`config.mk`:
```
export PLATFORM = sky130hd
export DESIGN_NAME = ttma_mul
export DESIGN_NICKNAME = d
export VERILOG_FILES = /design/src/rtl/core/ttma_pkg.sv /design/src/rtl/core/ttma_mul.sv
export SDC_FILE = /design/constraint.sdc
export NUM_CORES = 2
export LEC_CHECK = 0
export BUFFER_PORTS_ARGS = -buffer_cell sky130_fd_sc_hd__buf_2
export CAP_MARGIN = 15
export CORE_ASPECT_RATIO = 1.5
export CORE_MARGIN = 2
export CORE_UTILIZATION = 40
export CTS_CLUSTER_DIAMETER = 200
export CTS_CLUSTER_SIZE = 24
export DETAILED_ROUTE_END_ITERATION = 16
export HOLD_SLACK_MARGIN = 0.03
export PLACE_DENSITY = 0.58
export SYNTH_ARGS = -nofsm -noshare
export SYNTH_HDL_FRONTEND = slang
export SYNTH_SLANG_ARGS = --single-unit
```
`constraint.sdc`:
```
create_clock -name clk -period 18.6 [get_ports clk]
set_input_delay 3.72 -clock clk [delete_from_list [all_inputs] [get_ports clk]]
set_output_delay 3.72 -clock clk [all_outputs]
set_load 0.1 [all_outputs]
```
`src/rtl/core/ttma_pkg.sv`:
```
// types, constants and rounding helpers of the t3 moving average
package ttma_pkg;

	localparam int FRAC       = 24;
	localparam int MAX_PERIOD = 1024;
	localparam int STAGES     = 6;
	localparam int PW         = 11;
	localparam int VW         = 17;
	localparam int SW         = 56;
	localparam int KW         = 24;
	localparam int DIV_NW     = FRAC + 2;
	localparam int OUT_SHIFT  = 32 + FRAC;

	localparam logic REG_PERIOD = 1'b0;
	localparam logic REG_VOLUME = 1'b1;

	localparam logic [PW-1:0] PERIOD_RESET = 11'd5;
	localparam logic [VW-1:0] VOLUME_RESET = 17'd45875;
	localparam logic [VW-1:0] VOLUME_ONE   = 17'd65536;

	typedef logic signed [63:0]  w64_t;
	typedef logic signed [127:0] w128_t;

	localparam w64_t INT32_MAXV = 64'sd2147483647;
	localparam w64_t INT32_MINV = -64'sd2147483648;

	// control from the sequencer to one cell
	typedef struct packed {
		logic clear;
		logic load;
	} cell_ctl_t;

	// round to nearest, ties up, drop FRAC fraction bits
	function automatic w64_t rnd_frac(input w128_t p);
		w128_t t;
		t = p + (w128_t'(1) <<< (FRAC - 1));
		return t[FRAC+63:FRAC];
	endfunction

	// round to nearest, ties up, down to q16.16 from the coefficient product
	function automatic w64_t rnd_out(input w128_t p);
		w128_t t;
		t = p + (w128_t'(1) <<< (OUT_SHIFT - 1));
		return t[OUT_SHIFT+63:OUT_SHIFT];
	endfunction

	// sign extend a stage value
	function automatic w64_t sext_stage(input logic [SW-1:0] e);
		return {{(64-SW){e[SW-1]}}, e};
	endfunction

endpackage

```
`src/rtl/core/ttma_mul.sv`:
```
// signed 64 by 64 multiplier, sixteen bits of the second operand per cycle, one product at a time
module ttma_mul
	import ttma_pkg::*;
(
	input  logic  clk,
	input  logic  arst_n,
	input  logic  start,
	input  w64_t  a,
	input  w64_t  b,
	output logic  done,
	output w128_t p
);

	logic [63:0]  ma_q;
	logic [63:0]  mb_q;
	logic         neg_q;
	logic [127:0] acc_q;
	logic [1:0]   cnt_q;
	logic         busy_q;
	logic         fin_q;
	logic         done_q;
	w128_t        p_q;
	logic [79:0]  pp;
	logic [127:0] acc_nx;

	// one partial product per cycle, accumulator shifts right
	assign pp     = ma_q * mb_q[15:0];
	assign acc_nx = {16'b0, acc_q[127:16]} + {pp, 48'b0};

	always_ff @(posedge clk or negedge arst_n) begin
		if (!arst_n) begin
			busy_q <= 1'b0;
			fin_q  <= 1'b0;
			done_q <= 1'b0;
			cnt_q  <= '0;
		end else begin
			done_q <= 1'b0;
			fin_q  <= 1'b0;
			if (start && !busy_q) begin
				ma_q   <= a[63] ? 64'(-a) : 64'(a);
				mb_q   <= b[63] ? 64'(-b) : 64'(b);
				neg_q  <= a[63] ^ b[63];
				acc_q  <= '0;
				cnt_q  <= '0;
				busy_q <= 1'b1;
			end else if (busy_q) begin
				acc_q <= acc_nx;
				mb_q  <= {16'b0, mb_q[63:16]};
				cnt_q <= cnt_q + 2'd1;
				if (cnt_q == 2'd3) begin
					busy_q <= 1'b0;
					fin_q  <= 1'b1;
				end
			end
			// apply the sign in a registered step of its own
			if (fin_q) begin
				p_q    <= neg_q ? -w128_t'(acc_q) : w128_t'(acc_q);
				done_q <= 1'b1;
			end
		end
	end

	assign done = done_q;
	assign p    = p_q;

endmodule

```
==> flow_summary.toml <==
[synthesis]
netlist_area_um2 = 55000
share_of_synthesized_registers_carrying_an_async_set_or_reset = 0.0128
yosysSeqAreaShare = 0.213
yosysWarnings = 0
synth.area.top_cells = "sky130_fd_sc_hd__fa_1, sky130_fd_sc_hd__edfxtp_1, sky130_fd_sc_hd__nand2_1, sky130_fd_sc_hd__inv_1, sky130_fd_sc_hd__ha_1"
synthesized_net_count = 7186
synthDominantCellAreaShare = 0.316
yosys_register_bits = 390
netlist_instances = 5959
dominantRegCellSynth = "sky130_fd_sc_hd__edfxtp_1"
post-synth-top-area-cell = "sky130_fd_sc_hd__fa_1"
synth-edff-count = 385
synth.avg_cell_area_um2 = 9.23
synth.distinct_cells = 81

[finish]
layout.cells.most_common = "sky130_fd_sc_hd__nand2_1"
layout.nets = 7191
area_growth_syn_to_layout_pct = 5.89
layout_cell_share_with_drive_strength_beyond_1 = 0.0626
filler_cell_count = 13446
most-common-layout-cells = "sky130_fd_sc_hd__nand2_1, sky130_fd_sc_hd__inv_1, sky130_fd_sc_hd__fa_1"

[timing]
ratio_of_final_minimum_period_to_clock_period = 0.602
setup-tns-final_ps = 0
relSlewSlack = 0.301
grt_setup_unrepaired = "false"
finalMaxSlewViolations = 0
maxClockFrequency_mhz = 89.3
setup_violations = 0
finClkSkew_ps = 62.4
timing.final.hold_violations = 0
min_period_ps = 11200
tightest_slew_ps = 1020

[flow_run]
total_of_max_cap_violations = 0

[setup_path]
cpLargestDelayFamily = "adder cells"
crit_slowest_cell = "sky130_fd_sc_hd__a2111oi_2"
path_common_cell = "sky130_fd_sc_hd__fa_1"
category_of_the_critical_setup_timing_path = "reg2reg"
startpoint_class_of_the_critical_path = "register"
worst_ep_arrival_time_ps = 11610
element_type_at_the_critical_path_end = "register"
worstPathBufferInverterCount = 5
worstPathMaxFanout = 37
critical_path.max_stage_delay_ps = 750
cp_data_required_time_ps = 19010

[placed_design]
port-buffer-count = 259
gp_congestion = 0.918
post-dp-hpwl_um = 129000

[cts]
postCtsSetupRepairBufs = 0
cts.sink_count = 390
clock_tree.root_cell = "sky130_fd_sc_hd__clkbuf_16"
hold_buffers = 0
clk_transition_reported_paths_ps = 130
worst_skew_pair.late_latency_ps = 640
htreeDepth = 1
cts.path.max_buffers = 3
post_cts_resize_count = 0
tritoncts.num_buffers = 20
cts_tree = "done"

[floorplanning]
floorplan.rows = 166
die-width_um = 307
design.die.area_um2 = 140000
die_h_um = 458
core_area_um2 = 136000
top_level_ports = 260
initial_utilization = 0.403

[drt]
detail_route.first_pass.iterations = 6
detail_route.wirelength_um = 165000
num_vias = 42386
final_antenna_net_count = 0
wire_per_inst_um = 21.3
post-route-drc-count = 0
drt-vias-per-instance = 5.48
drt_iter0_drc = 2906

[run_status]
run_status = "finished, final reports clean"

[global_route]
globalRoute.totalOverflow = 0
grt_pass1_vias = 44727
antenna_found_initial = 10
global_route_wire_length_before_repair_um = 258000
pin_count_of_the_biggest_net_entering_global_routing = 79
grtUsageTotal = 0.235

[min_path]
min-delay-path-class = "reg2reg"
## metal layers
layer	GRT usage	wire length (um)	vias to the layer above
met1	0.284	64500	21431
met2	0.431	85600	1448
li1	-	-	19176
met3	0.0273	9070	321
met5	0	67	-
met4	0.0758	5860	10
## final cells by class
class,count,area (um^2),share of cell area
clock buffer,28,531,0.00911
multi-input combinational,4340,38700,0.665
timing repair buffer,299,1600,0.0275
antenna,4,10.0,0.000172
sequential,390,11700,0.201
clock inverter,3,41.3,0.000709
tap,1764,2210,0.0379
inverter,913,3430,0.0589
## final timing paths
kind	slack (ps)	cells past startpoint	from	endpoint
worst max-delay path	7400	34	mb_q[9]	acc_q[124]
min in group asynchronous	3500	2	arst_n	fin_q
worst max register to register	7400	34	mb_q[9]	acc_q[124]
worst min-delay path	400	0	fin_q	done
max in group asynchronous	14570	2	arst_n	busy_q
worst min register to register	400	0	fin_q	done
## state kept, by name, indices dropped and copies added (netlist names)
register and cells:
done 1, ma_q 64, p 128, neg_q 1
mb_q 64, cnt_q 2, busy_q 1, fin_q 1
acc_q 128
## cells in the mapped netlist, types with 6 or more instances
| cell type | number |
|---|---|
| sky130_fd_sc_hd__nor3_1 | 58 |
| sky130_fd_sc_hd__o41ai_1 | 41 |
| sky130_fd_sc_hd__nand4_1 | 81 |
| sky130_fd_sc_hd__or2_2 | 20 |
| sky130_fd_sc_hd__a31oi_1 | 17 |
| sky130_fd_sc_hd__nand2_1 | 1051 |
| sky130_fd_sc_hd__nand3_1 | 41 |
| sky130_fd_sc_hd__o21a_1 | 17 |
| sky130_fd_sc_hd__o21bai_1 | 26 |
| sky130_fd_sc_hd__o211ai_1 | 14 |
| sky130_fd_sc_hd__or3_1 | 65 |
| sky130_fd_sc_hd__and2_1 | 326 |
| sky130_fd_sc_hd__a22o_1 | 68 |
| sky130_fd_sc_hd__o31ai_1 | 73 |
| sky130_fd_sc_hd__buf_1 | 6 |
| sky130_fd_sc_hd__nand2b_1 | 34 |
| sky130_fd_sc_hd__or4_1 | 29 |
| sky130_fd_sc_hd__a21oi_1 | 197 |
| sky130_fd_sc_hd__nor2_1 | 134 |
| sky130_fd_sc_hd__a211oi_1 | 17 |
| sky130_fd_sc_hd__o21ai_0 | 312 |
| sky130_fd_sc_hd__o221ai_1 | 6 |
| sky130_fd_sc_hd__nor2b_1 | 19 |
| sky130_fd_sc_hd__inv_1 | 913 |
| sky130_fd_sc_hd__xor2_1 | 114 |
| sky130_fd_sc_hd__clkbuf_1 | 309 |
| sky130_fd_sc_hd__a21boi_0 | 7 |
| sky130_fd_sc_hd__a21o_1 | 75 |
| sky130_fd_sc_hd__nor4_1 | 28 |
| sky130_fd_sc_hd__and3_1 | 12 |
| sky130_fd_sc_hd__edfxtp_1 | 385 |
| sky130_fd_sc_hd__ha_1 | 229 |
| sky130_fd_sc_hd__xnor2_1 | 273 |
| sky130_fd_sc_hd__fa_1 | 867 |
## through the flow
stage | area, um^2 | setup slack (ps) | hold WS [ps] | utilization | cells
finish | 58200 | 7400 | 396 | 0.427 | 7741
detailed placement | 57600 | 7370 | 378 | 0.422 | 7706
CTS | 58200 | 7350 | 399 | 0.427 | 7737
floorplan | 55000 | 9210 | 347 | - | 5959
global route | 58200 | 6770 | 413 | 0.427 | 7740
global placement | 57600 | 7410 | 380 | 0.422 | 7706
## logic make-up (layout without fill, tap and decap cells)
group,Yosys count,in the layout,share of synthesized area
mux,4,4,0.000728
buf+inv,1229,1243,0.0839
fa+ha+maj,1096,1096,0.368
xor+xnor,387,387,0.0617
flops,390,390,0.213
compound gates,925,925,0.107
simple gates,1928,1928,0.166
other cells,0,4,0
Power is not shown: default switching activity piles up to over one toggle a cycle in this logic, so the estimate is an artifact.
