**src/rtl/core/ttma_pkg.sv**
```systemverilog
// types, constants and rounding helpers of the t3 moving average
package ttma_pkg;

	localparam int FRAC       = 24;
	localparam int MAX_PERIOD = 1024;
	localparam int STAGES     = 6;
	localparam int PW         = 11;
	localparam int VW         = 17;
	localparam int SW         = 56;
	localparam int KW         = 24;
	localparam int DIV_NW     = FRAC + 2;
	localparam int OUT_SHIFT  = 32 + FRAC;

	localparam logic REG_PERIOD = 1'b0;
	localparam logic REG_VOLUME = 1'b1;

	localparam logic [PW-1:0] PERIOD_RESET = 11'd5;
	localparam logic [VW-1:0] VOLUME_RESET = 17'd45875;
	localparam logic [VW-1:0] VOLUME_ONE   = 17'd65536;

	typedef logic signed [63:0]  w64_t;
	typedef logic signed [127:0] w128_t;

	localparam w64_t INT32_MAXV = 64'sd2147483647;
	localparam w64_t INT32_MINV = -64'sd2147483648;

	// control from the sequencer to one cell
	typedef struct packed {
		logic clear;
		logic load;
	} cell_ctl_t;

	// round to nearest, ties up, drop FRAC fraction bits
	function automatic w64_t rnd_frac(input w128_t p);
		w128_t t;
		t = p + (w128_t'(1) <<< (FRAC - 1));
		return t[FRAC+63:FRAC];
	endfunction

	// round to nearest, ties up, down to q16.16 from the coefficient product
	function automatic w64_t rnd_out(input w128_t p);
		w128_t t;
		t = p + (w128_t'(1) <<< (OUT_SHIFT - 1));
		return t[OUT_SHIFT+63:OUT_SHIFT];
	endfunction

	// sign extend a stage value
	function automatic w64_t sext_stage(input logic [SW-1:0] e);
		return {{(64-SW){e[SW-1]}}, e};
	endfunction

endpackage

```
**src/rtl/core/ttma_mul.sv**
```systemverilog
// signed 64 by 64 multiplier, sixteen bits of the second operand per cycle, one product at a time
module ttma_mul
	import ttma_pkg::*;
(
	input  logic  clk,
	input  logic  arst_n,
	input  logic  start,
	input  w64_t  a,
	input  w64_t  b,
	output logic  done,
	output w128_t p
);

	logic [63:0]  ma_q;
	logic [63:0]  mb_q;
	logic         neg_q;
	logic [127:0] acc_q;
	logic [1:0]   cnt_q;
	logic         busy_q;
	logic         fin_q;
	logic         done_q;
	w128_t        p_q;
	logic [79:0]  pp;
	logic [127:0] acc_nx;

	// one partial product per cycle, accumulator shifts right
	assign pp     = ma_q * mb_q[15:0];
	assign acc_nx = {16'b0, acc_q[127:16]} + {pp, 48'b0};

	always_ff @(posedge clk or negedge arst_n) begin
		if (!arst_n) begin
			busy_q <= 1'b0;
			fin_q  <= 1'b0;
			done_q <= 1'b0;
			cnt_q  <= '0;
		end else begin
			done_q <= 1'b0;
			fin_q  <= 1'b0;
			if (start && !busy_q) begin
				ma_q   <= a[63] ? 64'(-a) : 64'(a);
				mb_q   <= b[63] ? 64'(-b) : 64'(b);
				neg_q  <= a[63] ^ b[63];
				acc_q  <= '0;
				cnt_q  <= '0;
				busy_q <= 1'b1;
			end else if (busy_q) begin
				acc_q <= acc_nx;
				mb_q  <= {16'b0, mb_q[63:16]};
				cnt_q <= cnt_q + 2'd1;
				if (cnt_q == 2'd3) begin
					busy_q <= 1'b0;
					fin_q  <= 1'b1;
				end
			end
			// apply the sign in a registered step of its own
			if (fin_q) begin
				p_q    <= neg_q ? -w128_t'(acc_q) : w128_t'(acc_q);
				done_q <= 1'b1;
			end
		end
	end

	assign done = done_q;
	assign p    = p_q;

endmodule

```
**src/rtl/core/ttma_cell.sv**
```systemverilog
// one exponential stage of the chain: holds its average, updates it on start, clears or loads it on command
module ttma_cell
	import ttma_pkg::*;
(
	input  logic          clk,
	input  logic          arst_n,
	input  cell_ctl_t     ctl,
	input  w64_t          load_val,
	input  logic          start,
	input  w64_t          src,
	input  logic [KW-1:0] kq,
	output logic [SW-1:0] e,
	output logic          done
);

	logic [SW-1:0] e_q;
	logic          done_q;
	w64_t          diff;
	logic          mul_done;
	w128_t         mul_p;
	w64_t          upd;

	// k times the distance to the source
	assign diff = src - sext_stage(e_q);

	ttma_mul u_mul (
		.clk    (clk),
		.arst_n (arst_n),
		.start  (start),
		.a      (diff),
		.b      ({{(64-KW){1'b0}}, kq}),
		.done   (mul_done),
		.p      (mul_p)
	);

	assign upd = rnd_frac(mul_p);

	// stage value and hand-off pulse to the next cell
	always_ff @(posedge clk or negedge arst_n) begin
		if (!arst_n) begin
			e_q    <= '0;
			done_q <= 1'b0;
		end else begin
			done_q <= 1'b0;
			if (ctl.clear) begin
				e_q <= '0;
			end else if (ctl.load) begin
				e_q <= load_val[SW-1:0];
			end else if (mul_done) begin
				e_q    <= e_q + upd[SW-1:0];
				done_q <= 1'b1;
			end
		end
	end

	assign e    = e_q;
	assign done = done_q;

endmodule

```
**config.mk**
```make
export PLATFORM = sky130hd
export DESIGN_NAME = ttma_cell
export DESIGN_NICKNAME = d
export VERILOG_FILES = /design/src/rtl/core/ttma_pkg.sv /design/src/rtl/core/ttma_mul.sv /design/src/rtl/core/ttma_cell.sv
export SDC_FILE = /design/constraint.sdc
export NUM_CORES = 2
export LEC_CHECK = 0
export BUFFER_PORTS_ARGS = -buffer_cell sky130_fd_sc_hd__buf_2
export CAP_MARGIN = 10
export CORE_AREA = 2 2 367 515
export CTS_CLUSTER_DIAMETER = 30
export DETAILED_ROUTE_END_ITERATION = 10
export DIE_AREA = 0 0 369 517
export PLACE_DENSITY = 0.48
export SLEW_MARGIN = 10
export SYNTH_ARGS = -nofsm -noshare
export SYNTH_HDL_FRONTEND = slang
export SYNTH_SLANG_ARGS = --single-unit
```
**constraint.sdc**
```tcl
create_clock -name clk -period 12.1 [get_ports clk]
set_clock_uncertainty 0.1 [all_clocks]
set_input_delay 0.605 -clock clk [delete_from_list [all_inputs] [get_ports clk]]
set_output_delay 0.605 -clock clk [all_outputs]
set_load 0.02 [all_outputs]
```
==> qor.yml <==
cp-start-kind: "flip-flop"
antenna_found_initial: 7
grt_max_degree: 92
cts_hold_buffers: 1
grt-ovfl-total: 0
clkTransAtPathRegs_ns: 0.05
track_usage_pct: 21.2
synth_edf_count: 314
ant_nets: 0
synth-main-ff-cell: "edfxtp_1"
yosysWarnings: 0
synth_area_leaders: "fa_1, edfxtp_1, nand2_1"
setup_viol: 0
hold_viol: 0
synth_nets: 8451
period_needed_ns: 11.43
wl_per_cell_um: 20.9
wl_mm: 202
place.gp.congestion: 0.926
cts_root_buf: "clkbuf_16"
rsz0062_at_grt: "no"
finalMaxSlewViolations: 0
pin_count: 214
post_cts_buffers: 0
critPathMaxFanout: 16
die-area_sq_um: 191000
cts.path.max_buffers: 3
die_w_um: 369
ys_seq_elements: 376
fin_tns_setup_ns: 0
netlist_area_sq_um: 61100
port_buffers: 205
tightest_slew_ns: 1.06
start_util_pct: 32.8
die_y_um: 517
max_freq_mhz: 87.5
fin_crit_sh_pct: 94.5
drtPass1Iterations: 7
cap_violations: 0
status: "completed"
drtIter0Drc: 2969
clk_latency_ns: 0.68
vias: 50100
cts_sinks: 376
critPathKind: "flip-flop to flip-flop"
final_nets: 8466
slowest_stage: "edfxtp_1"
post_cts_resized: 0
hpwlAfterDp_mm: 162
netlist_instances: 7079
area_delta_synth_final_pct: 10.5
synth_area_per_cell_sq_um: 8.63
async_flop_share_pct: 16.5
netlist.area_leader.share_pct: 28.5
grt_pass1_wl_mm: 315
cts_tree: "yes"
core_area_sq_um: 186000
cts_buffers: 81
required_ns: 12.33
rows: 188
yosysTopAreaCell: "fa_1"
cp_slowest_stage_delay_ns: 0.91
drc: 0
ys_seq_area_share_pct: 18.0
relSlewSlack_pct: 28.9
first_global_vias: 52600
min_path_type: "input pin to flip-flop"
crit_arrival_ns: 11.67
htree_levels: 3
worstSetupEndpointType: "flip-flop"
cp_common_cell: "fa_1"
synth_cell_types: 93
drive_gt1_share_pct: 7.04
viasPerCell: 5.20
metal layers:
metal / wire [um] / global-route usage, % / share of wire [%] / vias to the layer above
li1: - / - / - / 23200
met1: 84600 / 26.3 / 42 / 25500
met2: 105000 / 39.2 / 52 / 1074
met3: 6530 / 1.51 / 3.2 / 282
met4: 5700 / 6.03 / 2.8 / 0
met5: 0 / 0 / 0 / -
per-stage QoR:
stage | utilization, % | hold WS [ns] | instances | worst slack [ns] | area [sq um]
floorplan | - | 0.209 | 7079 | 2.67 | 61100
global placement | 34.7 | 0.307 | 9480 | 0.864 | 64700
detailed placement | 34.7 | 0.308 | 9480 | 0.888 | 64700
CTS | 36.3 | 0.0320 | 9630 | 0.755 | 67500
global route | 36.3 | 0.0674 | 9631 | 0.0843 | 67500
finish | 36.3 | 0.0755 | 9632 | 0.668 | 67600
layout by cell type (no fill, tap or decap), drive strengths merged, types with 40 or more instances in the layout:
| cell type | n |
|---|---|
| inv | 1030 |
| xor2 | 138 |
| buf | 298 |
| nand3 | 99 |
| o21ai | 335 |
| nor2 | 276 |
| nor4 | 47 |
| ha | 346 |
| a21o | 141 |
| o21bai | 48 |
| a211oi | 42 |
| nand4 | 76 |
| dfrtp | 62 |
| fa | 869 |
| nor3 | 88 |
| a31oi | 43 |
| o21a | 40 |
| and3 | 52 |
| a21oi | 373 |
| edfxtp | 314 |
| clkbuf | 88 |
| nand2 | 1212 |
| and2 | 359 |
| xnor2 | 266 |
cell usage after synthesis (76+ instances only):
cell type	count
nand4_1	76
nand3_1	98
xnor2_1	266
a21o_1	141
clkbuf_1	349
and2_1	358
a21oi_1	373
o21ai_0	329
nor3_1	87
inv_1	1007
ha_1	346
fa_1	869
nand2_1	1212
nor2_1	276
xor2_1	138
edfxtp_1	314
cell families after synthesis:
kind of cell	after synthesis	synth area share, %
AND/OR/NAND/NOR	2378	18.2
buffers and inverters	1376	8.46
AO/OA/AOI/OAI	1288	13.4
adder cells (fa/ha/maj)	1215	35.5
XOR/XNOR	404	5.79
flip-flops	376	18.0
multiplexers	42	0.694
registers in the layout, summed over array words and instances (netlist names):
register      cells
done              1
e                56
u_mul.acc_q     128
u_mul.busy_q      1
u_mul.cnt_q       2
u_mul.done        1
u_mul.fin_q       1
u_mul.ma_q       64
u_mul.mb_q       64
u_mul.neg_q       1
u_mul.p          57
final cells by class:
type / count / area, sq um
multi-input combinational: 5327 / 45000
tap: 2470 / 3090
sequential: 376 / 11000
fill: 19400 / 119000
clock buffer: 88 / 2110
inverter: 1009 / 3790
antenna: 2 / 5.00
timing repair buffer: 299 / 1900
clock inverter: 61 / 701
critical path, delay by kind of cell, from the launching register on:
kind	cells	cell delay, ns
AND/OR/NAND/NOR	4	0.53
AO/OA/AOI/OAI	16	4.64
buffers and inverters	4	0.37
XOR/XNOR	2	0.52
flip-flops	1	0.91
adder cells (fa/ha/maj)	8	4.00
path summary, 6_finish.rpt:
kind	start	to	slack (ns)	depth (start not counted)
max reg2reg	u_mul.ma_q[8]$_DFFE_PP_	u_mul.acc_q[114]$_SDFFCE_PP0P_	0.67	34
min reg2reg	u_mul.fin_q$_DFF_PN0_	u_mul.done$_DFF_PN0_	0.31	0
max in group asynchronous	arst_n	e[5]$_DFFE_PN0P_	9.79	4
min in group asynchronous	arst_n	done$_DFF_PN0_	0.40	2
min	load_val[7]	e[7]$_DFFE_PN0P_	0.08	3
max	u_mul.ma_q[8]$_DFFE_PP_	u_mul.acc_q[114]$_SDFFCE_PP0P_	0.67	34
Power is left out: the tool's default activity adds up to more than one toggle a clock period on the data nets, which glitch-free logic cannot reach.
