==> config.mk <==
export PLATFORM = sky130hd
export DESIGN_NAME = ttma_div
export DESIGN_NICKNAME = d
export VERILOG_FILES = /design/src/rtl/core/ttma_pkg.sv /design/src/rtl/core/ttma_div.sv
export SDC_FILE = /design/constraint.sdc
export NUM_CORES = 1
export LEC_CHECK = 0
export BUFFER_PORTS_ARGS = -buffer_cell sky130_fd_sc_hd__buf_2
export CORE_AREA = 8 8 101 103
export DETAILED_ROUTE_END_ITERATION = 16
export DIE_AREA = 0 0 109 111
export GPL_ROUTABILITY_DRIVEN = 0
export GPL_TIMING_DRIVEN = 0
export PLACE_DENSITY = 0.69
export SYNTH_ARGS = -nofsm -noshare
export SYNTH_HDL_FRONTEND = slang
export SYNTH_SLANG_ARGS = --single-unit
==> constraint.sdc <==
create_clock -name clk -period 5.85 [get_ports clk]
set_input_delay 0 -clock clk [delete_from_list [all_inputs] [get_ports clk]]
set_output_delay 0 -clock clk [all_outputs]
set_load 0.01 [all_outputs]
==> src/rtl/core/ttma_pkg.sv <==
// types, constants and rounding helpers of the t3 moving average
package ttma_pkg;

	localparam int FRAC       = 24;
	localparam int MAX_PERIOD = 1024;
	localparam int STAGES     = 6;
	localparam int PW         = 11;
	localparam int VW         = 17;
	localparam int SW         = 56;
	localparam int KW         = 24;
	localparam int DIV_NW     = FRAC + 2;
	localparam int OUT_SHIFT  = 32 + FRAC;

	localparam logic REG_PERIOD = 1'b0;
	localparam logic REG_VOLUME = 1'b1;

	localparam logic [PW-1:0] PERIOD_RESET = 11'd5;
	localparam logic [VW-1:0] VOLUME_RESET = 17'd45875;
	localparam logic [VW-1:0] VOLUME_ONE   = 17'd65536;

	typedef logic signed [63:0]  w64_t;
	typedef logic signed [127:0] w128_t;

	localparam w64_t INT32_MAXV = 64'sd2147483647;
	localparam w64_t INT32_MINV = -64'sd2147483648;

	// control from the sequencer to one cell
	typedef struct packed {
		logic clear;
		logic load;
	} cell_ctl_t;

	// round to nearest, ties up, drop FRAC fraction bits
	function automatic w64_t rnd_frac(input w128_t p);
		w128_t t;
		t = p + (w128_t'(1) <<< (FRAC - 1));
		return t[FRAC+63:FRAC];
	endfunction

	// round to nearest, ties up, down to q16.16 from the coefficient product
	function automatic w64_t rnd_out(input w128_t p);
		w128_t t;
		t = p + (w128_t'(1) <<< (OUT_SHIFT - 1));
		return t[OUT_SHIFT+63:OUT_SHIFT];
	endfunction

	// sign extend a stage value
	function automatic w64_t sext_stage(input logic [SW-1:0] e);
		return {{(64-SW){e[SW-1]}}, e};
	endfunction

endpackage

==> src/rtl/core/ttma_div.sv <==
// restoring divider for the smoothing factor and reciprocal, one bit per cycle
module ttma_div
	import ttma_pkg::*;
(
	input  logic              clk,
	input  logic              arst_n,
	input  logic              start,
	input  logic [DIV_NW-1:0] num,
	input  logic [PW-1:0]     den,
	output logic              done,
	output logic [DIV_NW-1:0] quo
);

	localparam int CNTW = $clog2(DIV_NW);

	logic [DIV_NW-1:0] n_q;
	logic [DIV_NW-1:0] q_q;
	logic [PW:0]       rem_q;
	logic [PW-1:0]     den_q;
	logic [CNTW-1:0]   cnt_q;
	logic              busy_q;
	logic              done_q;
	logic [PW:0]       rem_sh;
	logic              ge;

	assign rem_sh = {rem_q[PW-1:0], n_q[DIV_NW-1]};
	assign ge     = rem_sh >= {1'b0, den_q};

	always_ff @(posedge clk or negedge arst_n) begin
		if (!arst_n) begin
			busy_q <= 1'b0;
			done_q <= 1'b0;
			cnt_q  <= '0;
		end else begin
			done_q <= 1'b0;
			if (start && !busy_q) begin
				n_q    <= num;
				den_q  <= den;
				rem_q  <= '0;
				q_q    <= '0;
				cnt_q  <= '0;
				busy_q <= 1'b1;
			end else if (busy_q) begin
				// one quotient bit per cycle
				rem_q <= ge ? rem_sh - {1'b0, den_q} : rem_sh;
				q_q   <= {q_q[DIV_NW-2:0], ge};
				n_q   <= {n_q[DIV_NW-2:0], 1'b0};
				cnt_q <= cnt_q + 1'b1;
				if (cnt_q == CNTW'(DIV_NW - 1)) begin
					busy_q <= 1'b0;
					done_q <= 1'b1;
				end
			end
		end
	end

	assign done = done_q;
	assign quo  = q_q;

endmodule

==> results.md, run 1 <==
- Root Driver: sky130_fd_sc_hd__clkbuf_8
- Final-layout fill cell count: 700
- Sequential Power Share: 42.5%
- Share of synthesized area occupied by flip-flops and latches: 59.1%
- Final clock period utilization by the worst path: 43.4%
- Worst Hold Margin: 0.119 ns
- Pint: 1.44 mW
- Setup TNS Final: 0 ns
- Starting Density: 47.5%
- Maximum resistive drop on vdd: 0.184 mV
- Number of flip-flops and latches in the synthesized netlist: 81
- Post-synth design cell area: 4060 um2
- Area Overhead vs Synth: 26.4%
- Number of buffers inserted by port buffering: 66
- Max H-tree Level: 3
- Top-area cell type share of the netlist area: 54.8%
- Switching component of the power: 0.745 mW
- Setup violators final: 0
- Launching element of the worst setup path: n_q[25]
- Leading post-synthesis cells by cell area: sky130_fd_sc_hd__edfxtp_1 55%, sky130_fd_sc_hd__mux2_2 6.9%, sky130_fd_sc_hd__nand2_1 6.3%, sky130_fd_sc_hd__dfrtp_1 4.3%, sky130_fd_sc_hd__o21ai_0 4.3%
- Number of diodes: 0
- DRC marker count from the first detailed-route iteration: 162
- Number of antenna violations at the first check in global routing: 0
- Post-DP HPWL: 6060 um
- Total power after layout: 2.18 mW
- Required time worst endpoint: 5.93 ns
- Die Outline Area: 12,100 um2
- DRT antenna net count: 0
- FFs w/ async S/R, synth: 8.64%
- Maximum number of pins on one net before global-route repair: 47
- Finished Core Util: 60.0%
- Most common cell in the synthesized netlist: sky130_fd_sc_hd__edfxtp_1
- Power share of the combinational group: 37.2%
- Wire length of the first global-routing pass: 14,700 um
- All-layer global routing usage: 15.1%
- Final std cells w/o fill: 578
- Via count of the first global-routing pass: 3,075
- Max Cap Violations: 0
- Register clock-pin slew on the reported worst setup and hold paths: 0.08 ns
- Number of vias per cell: 5.26
- Slew headroom: 31.4%
- Bufs on Longest Clock Path: 2
- Static power due to leakage: 2.06 nW
- Slew at the pin closest to its max-slew limit: 1.03 ns
- WL met1: 4000 um
- Aggregate global routing overflow: 0
- Peak fanout along the critical path: 8
- Buffers inserted during post-CTS setup optimization: 0
- Average cell area after synthesis: 11.6 um2
- Number of standard cells after synthesis: 349
- DR vias: 3,040
- Yosys cell types: 45
- Residual DRC: 0
- Hold bufs inserted after CTS: 38
- Type of the tightest min-delay check: in2reg
- RSZ-0062 raised after global routing: false
- Area of the multi-input gates: 1520 um2
- FF/Latch Area: 2400 um2
- Top post-synthesis cells by count: 74 x sky130_fd_sc_hd__edfxtp_1, 68 x sky130_fd_sc_hd__nand2_1, 35 x sky130_fd_sc_hd__o21ai_0, 25 x sky130_fd_sc_hd__mux2_2, 17 x sky130_fd_sc_hd__inv_1
- Hold Fails Final Rpt: 0
- Met3 wire length: 515 um
- Wire length after detailed routing: 8840 um
- Post-route clock skew: 0.00779 ns
- Net Sw Frac: 34.2%
- Post-CTS resize count: 0
- Die Y: 111 um
- DR pass1 iterations: 5
- Startpoint class of the critical path: flip-flop
- Power density normalized to cell area: 425 nW/um2
- Core region area: 8550 um2
- Post-synth top flop: sky130_fd_sc_hd__edfxtp_1
- Number of nets in the finished design: 519
- Net count of the mapped netlist: 403
- Launching point of the worst reg2reg path: n_q[25]
- Total clock sinks: 81
- Std-Cell Rows: 34
- CTS tree: built
- Result of the run: completed
- Highest layer used for signal routing: met4
- Setup crit end kind: flip-flop
- Number of placed I/O pins: 67
- Post-synth top area cell: sky130_fd_sc_hd__edfxtp_1
- Part of the total power dissipated in the clock network: 20.3%
- Count of flip-flops with a built-in enable after synthesis: 74
- Top achievable clock speed: 394 MHz
- Synth warn: 0
- Critical Path AT: 2.62 ns
- Critical hold path startpoint: start
- Cell count after placement: 524
- Path type of the worst setup path: reg2reg
- Fraction of layout instances using a drive strength above 1: 24.9%
- Post-layout min period: 2.54 ns
- Clock latency of the later-clocked register in the worst-skew pair: 0.34 ns
- Horizontal die dimension: 109 um
- Avg WL per Cell: 15.3 um
- Number of slew-limit violations in the final report: 0
- Wire length on met2: 4240 um
- Clock buffer count from CTS: 9
layer usage:
layer  vias up  track usage [%]
met2        84             23.4
met5         -                0
met3         4             3.31
met1      1451             20.0
met4         0             5.66
li1       1501                -
cell usage in the layout, fill, tap and decap left out, types with 2 or more instances in the layout:
master,netlist,routed
sky130_fd_sc_hd__clkinv_2,0,2
sky130_fd_sc_hd__nand2b_1,2,2
sky130_fd_sc_hd__o31ai_1,2,2
sky130_fd_sc_hd__a21o_1,2,2
sky130_fd_sc_hd__mux2i_1,4,4
sky130_fd_sc_hd__and3_1,5,5
sky130_fd_sc_hd__dlygate4sd3_1,0,38
sky130_fd_sc_hd__edfxtp_1,74,74
sky130_fd_sc_hd__inv_1,17,17
sky130_fd_sc_hd__buf_6,2,3
sky130_fd_sc_hd__o31a_1,3,3
sky130_fd_sc_hd__dfrtp_1,7,7
sky130_fd_sc_hd__o311ai_1,3,3
sky130_fd_sc_hd__nand2_1,68,68
sky130_fd_sc_hd__o22ai_1,4,4
sky130_fd_sc_hd__and2_1,2,2
sky130_fd_sc_hd__buf_2,3,69
sky130_fd_sc_hd__nor2_1,14,14
sky130_fd_sc_hd__nand3b_1,2,2
sky130_fd_sc_hd__nand3_1,10,10
sky130_fd_sc_hd__clkbuf_1,11,12
sky130_fd_sc_hd__clkbuf_8,0,9
sky130_fd_sc_hd__a31oi_1,5,5
sky130_fd_sc_hd__o21ai_0,35,35
sky130_fd_sc_hd__o21a_1,2,2
sky130_fd_sc_hd__o21ai_1,4,4
sky130_fd_sc_hd__nand4_1,2,2
sky130_fd_sc_hd__mux2_2,25,25
sky130_fd_sc_hd__bufinv_16,0,2
sky130_fd_sc_hd__ha_1,13,13
sky130_fd_sc_hd__xnor2_1,5,5
sky130_fd_sc_hd__a21oi_1,5,5
power by group through the flow:
| stage | logic, mW | registers [mW] | clock network [mW] |
|---|---|---|---|
| final | 0.811 | 0.927 | 0.443 |
| after CTS | 0.815 | 0.924 | 0.453 |
| after floorplan | 0.591 | 0.920 | 0 |
| after global placement | 0.760 | 0.931 | 0 |
| after global routing | 0.909 | 0.943 | 0.480 |
| after detailed placement | 0.792 | 0.934 | 0 |
critical path: stages (launching register included):
cell	delay [ns]
sky130_fd_sc_hd__edfxtp_1	0.33
sky130_fd_sc_hd__inv_1	0.05
sky130_fd_sc_hd__ha_1	0.22
sky130_fd_sc_hd__fa_1	0.45
sky130_fd_sc_hd__nor2b_4	0.14
sky130_fd_sc_hd__o31a_1	0.19
sky130_fd_sc_hd__o21ai_2	0.13
sky130_fd_sc_hd__a21oi_2	0.40
sky130_fd_sc_hd__mux2i_1	0.26
sky130_fd_sc_hd__o22ai_1	0.10
path summary, 6_finish.rpt:
kind | cells after the start | endpoint | slack [ns]
max | 9 | rem_q[7] | 3.31
min | 3 | busy_q | 0.12
max reg2reg | 9 | rem_q[7] | 3.31
min reg2reg | 1 | cnt_q[4] | 0.51
max in group asynchronous | 2 | cnt_q[0] | 4.86
min in group asynchronous | 2 | cnt_q[3] | 0.36
logic make-up (layout without fill, tap and decap cells):
logic type | Yosys count | count (layout) | share of synthesized area (%)
AOI/OAI and AO/OA | 73 | 73 | 11.4
xor gates and xnor gates | 6 | 6 | 1.30
adders and majority gates | 14 | 14 | 4.50
buffers and inverters | 34 | 155 | 3.61
DFF | 81 | 81 | 59.1
muxes | 29 | 29 | 7.92
and+or+nand+nor | 112 | 112 | 12.2
metrics by stage:
step / setup slack (ns) / cell area [um2]
after global routing: 3.14 / 5130
final: 3.31 / 5130
after floorplan: 3.61 / 4060
after global placement: 2.86 / 4520
after detailed placement: 3.33 / 4540
after CTS: 3.30 / 5130
area by class of cell:
cell class | instances | share of cell area (%)
sequential | 81 | 46.8
multi-input combinational | 234 | 29.6
timing repair buffer | 105 | 14.1
tap | 108 | 2.64
clock buffer | 10 | 2.49
clock inverter | 6 | 1.61
buffer | 17 | 1.61
inverter | 17 | 1.24
state kept, by name (all words and copies together) (netlist names):
register	flops
den_q	11
cnt_q	5
quo	26
n_q	26
busy_q	1
rem_q	11
done	1
Note: power is estimated with default switching activity, not from simulation.
==> inputs of run 2 (changes only) <==
==> constraint.sdc (replaced) <==
create_clock -name clk -period 2.4 [get_ports clk]
set_input_delay 0 -clock clk [delete_from_list [all_inputs] [get_ports clk]]
set_output_delay 0 -clock clk [all_outputs]
set_load 0.01 [all_outputs]
==> run 2 against run 1 <==
Compared with the run above:
- clock skew hardly changed
- hold slack better by 0.0070 ns
- via count up 1.1%
- sequential share of layout area fell by 0.88 points
- clock-buffer cell count stayed put
- non-clock buffer count up 8
- fmax is 8.5% higher
- sequential power is 140% higher
- critical endpoint is now rem_q[0]
- largest power group unchanged
==> results.md, run 2 (same netlist as run 1, synthesis figures left out) <==
- Slew headroom: 40.6% (+9.3 points)
- DR pass1 iterations: 5 (unchanged)
- Maximum resistive drop on vdd: 0.450 mV (+140%)
- Wire length after detailed routing: 9060 um (+2.6%)
- Residual DRC: 0 (unchanged)
- Std-Cell Rows: 34 (unchanged)
- Die Y: 111 um (unchanged)
- Total clock sinks: 81 (unchanged)
- Core region area: 8550 um2 (unchanged)
- Max Cap Violations: 0 (unchanged)
- Register clock-pin slew on the reported worst setup and hold paths: 0.08 ns (about the same)
- Result of the run: completed
- Worst Hold Margin: 0.126 ns (+0.00703 ns)
- Total power after layout: 5.51 mW (+150%)
- Peak fanout along the critical path: 9 (+1)
- Root Driver: sky130_fd_sc_hd__clkbuf_8
- Hold Fails Final Rpt: 0 (unchanged)
- Clock latency of the later-clocked register in the worst-skew pair: 0.35 ns (about the same)
- Die Outline Area: 12,100 um2 (unchanged)
- Power density normalized to cell area: 1050 nW/um2 (+150%)
- DR vias: 3,072 (+1.1%)
- Launching point of the worst reg2reg path: den_q[0]
- Most common library cell in the layout ignoring fill and taps: sky130_fd_sc_hd__edfxtp_1
- Setup violators final: 0 (unchanged)
- Maximum number of pins on one net before global-route repair: 41 (-13%)
- Number of buffers inserted by port buffering: 66 (unchanged)
- Slew at the pin closest to its max-slew limit: 0.887 ns (-0.143 ns)
- Max H-tree Level: 3 (unchanged)
- Area Overhead vs Synth: 28.8%
- CTS tree: built
- Finished Core Util: 61.1% (+1.2 points)
- Path type of the worst setup path: reg2reg
- Final clock period utilization by the worst path: 97.6% (+54 points)
- Critical hold path startpoint: start
- Starting Density: 47.5% (unchanged)
- Type of the tightest min-delay check: in2reg
- Aggregate global routing overflow: 0 (unchanged)
- Number of diodes: 0 (unchanged)
- Number of nets in the finished design: 527 (+1.5%)
- Most used cells in the layout excluding fill and tap cells: 74 x sky130_fd_sc_hd__edfxtp_1, 69 x sky130_fd_sc_hd__buf_2, 68 x sky130_fd_sc_hd__nand2_1
- Number of slew-limit violations in the final report: 0 (unchanged)
- Bufs on Longest Clock Path: 2 (unchanged)
- Cell area after placement: 4540 um2 (unchanged)
- Crit path setup slack, layout: 0.0580 ns (-3.25 ns)
- Avg WL per Cell: 15.5 um (+1.2%)
- DRC marker count from the first detailed-route iteration: 172 (+6.2%)
- Post-route clock skew: 0.00791 ns (+0.000122 ns)
- Number of placed I/O pins: 67 (unchanged)
- Post-layout min period: 2.34 ns (-0.199 ns)
- Via count of the first global-routing pass: 3,091 (+0.52%)
- Post-DP HPWL: 6060 um (unchanged)
- Fraction of layout instances using a drive strength above 1: 27.2% (+2.3 points)
- Non-Filler Cell Area, Final: 5230 um2 (+1.9%)
- All-layer global routing usage: 15.2% (+0.12 points)
- Wire length of the first global-routing pass: 14,800 um (+0.70%)
- Top achievable clock speed: 427 MHz (+8.5%)
- Clock buffer count from CTS: 9 (unchanged)
- Launching element of the worst setup path: den_q[0]
- Number of vias per cell: 5.24 (-0.33%)
- DRT antenna net count: 0 (unchanged)
- Required time worst endpoint: 2.51 ns (-3.42 ns)
- Number of antenna violations at the first check in global routing: 0 (unchanged)
- Static power due to leakage: 2.10 nW (+1.8%)
- Horizontal die dimension: 109 um (unchanged)
- Place WS: -0.117 ns (-3.45 ns)
- Setup crit end kind: flip-flop
- Critical Path AT: 2.45 ns (-0.17 ns)
- Startpoint class of the critical path: flip-flop
- RSZ-0062 raised after global routing: true
## run 2: routing by layer
layer	track usage [%]	part of all wire [%]	vias to the layer above
met3	3.31	6.0	7
met2	23.8	48	92
li1	-	-	1518
met4	5.57	1.2	0
met5	0	0	-
met1	20.0	45	1455
## run 2: power by group
group	total (mW)	internal, mW	switching, mW
clock	1.08	0.582	0.497
sequential	2.26	2.01	0.249
combinational	2.17	1.03	1.14
## run 2: area by class of cell
| class | instances | area, um2 |
|---|---|---|
| Clock inverter | 6 | 82.6 |
| Tap cell | 108 | 135 |
| Clock buffer | 10 | 128 |
| Inverter | 17 | 63.8 |
| Buffer | 17 | 82.6 |
| Timing Repair Buffer | 113 | 782 |
| Sequential cell | 81 | 2400 |
| Multi-Input combinational cell | 234 | 1560 |
| Fill cell | 691 | 3320 |
## run 2: worst paths after layout
check,end,slack [ns],depth (start not counted)
worst max-delay path,rem_q[0],0.06,9
max in group asynchronous,cnt_q[4],1.40,2
worst min register to register,cnt_q[4],0.50,1
worst max register to register,rem_q[0],0.06,9
worst min-delay path,busy_q,0.13,3
min in group asynchronous,cnt_q[3],0.77,2
## run 2: metrics by stage
step / std cells / setup TNS, ns
final: 586 / 0
after global routing: 586 / -0.0835
after CTS: 579 / 0
after detailed placement: 524 / -0.205
after global placement: 523 / -15.60
after floorplan: 349 / 0
## run 2: critical path: stages (launching register included)
cell and delay (ns):
sky130_fd_sc_hd__edfxtp_1 0.42, sky130_fd_sc_hd__ha_4 0.19, sky130_fd_sc_hd__fa_2 0.41, sky130_fd_sc_hd__nor2b_4 0.12
sky130_fd_sc_hd__o31a_1 0.24, sky130_fd_sc_hd__o21ai_4 0.11, sky130_fd_sc_hd__a21o_1 0.19, sky130_fd_sc_hd__buf_6 0.14
sky130_fd_sc_hd__mux2i_1 0.12, sky130_fd_sc_hd__a21o_1 0.17
## run 2: repair_timing
item | 4_1_cts | 5_1_grt
hold endpoints to repair | 44 | 0
gates resized for setup | 3 | 5
pin swaps | 1 | 7
setup buffers | 1 | 7
hold buffers | 38 | 0
endpoints found under the setup margin | 5 | 9
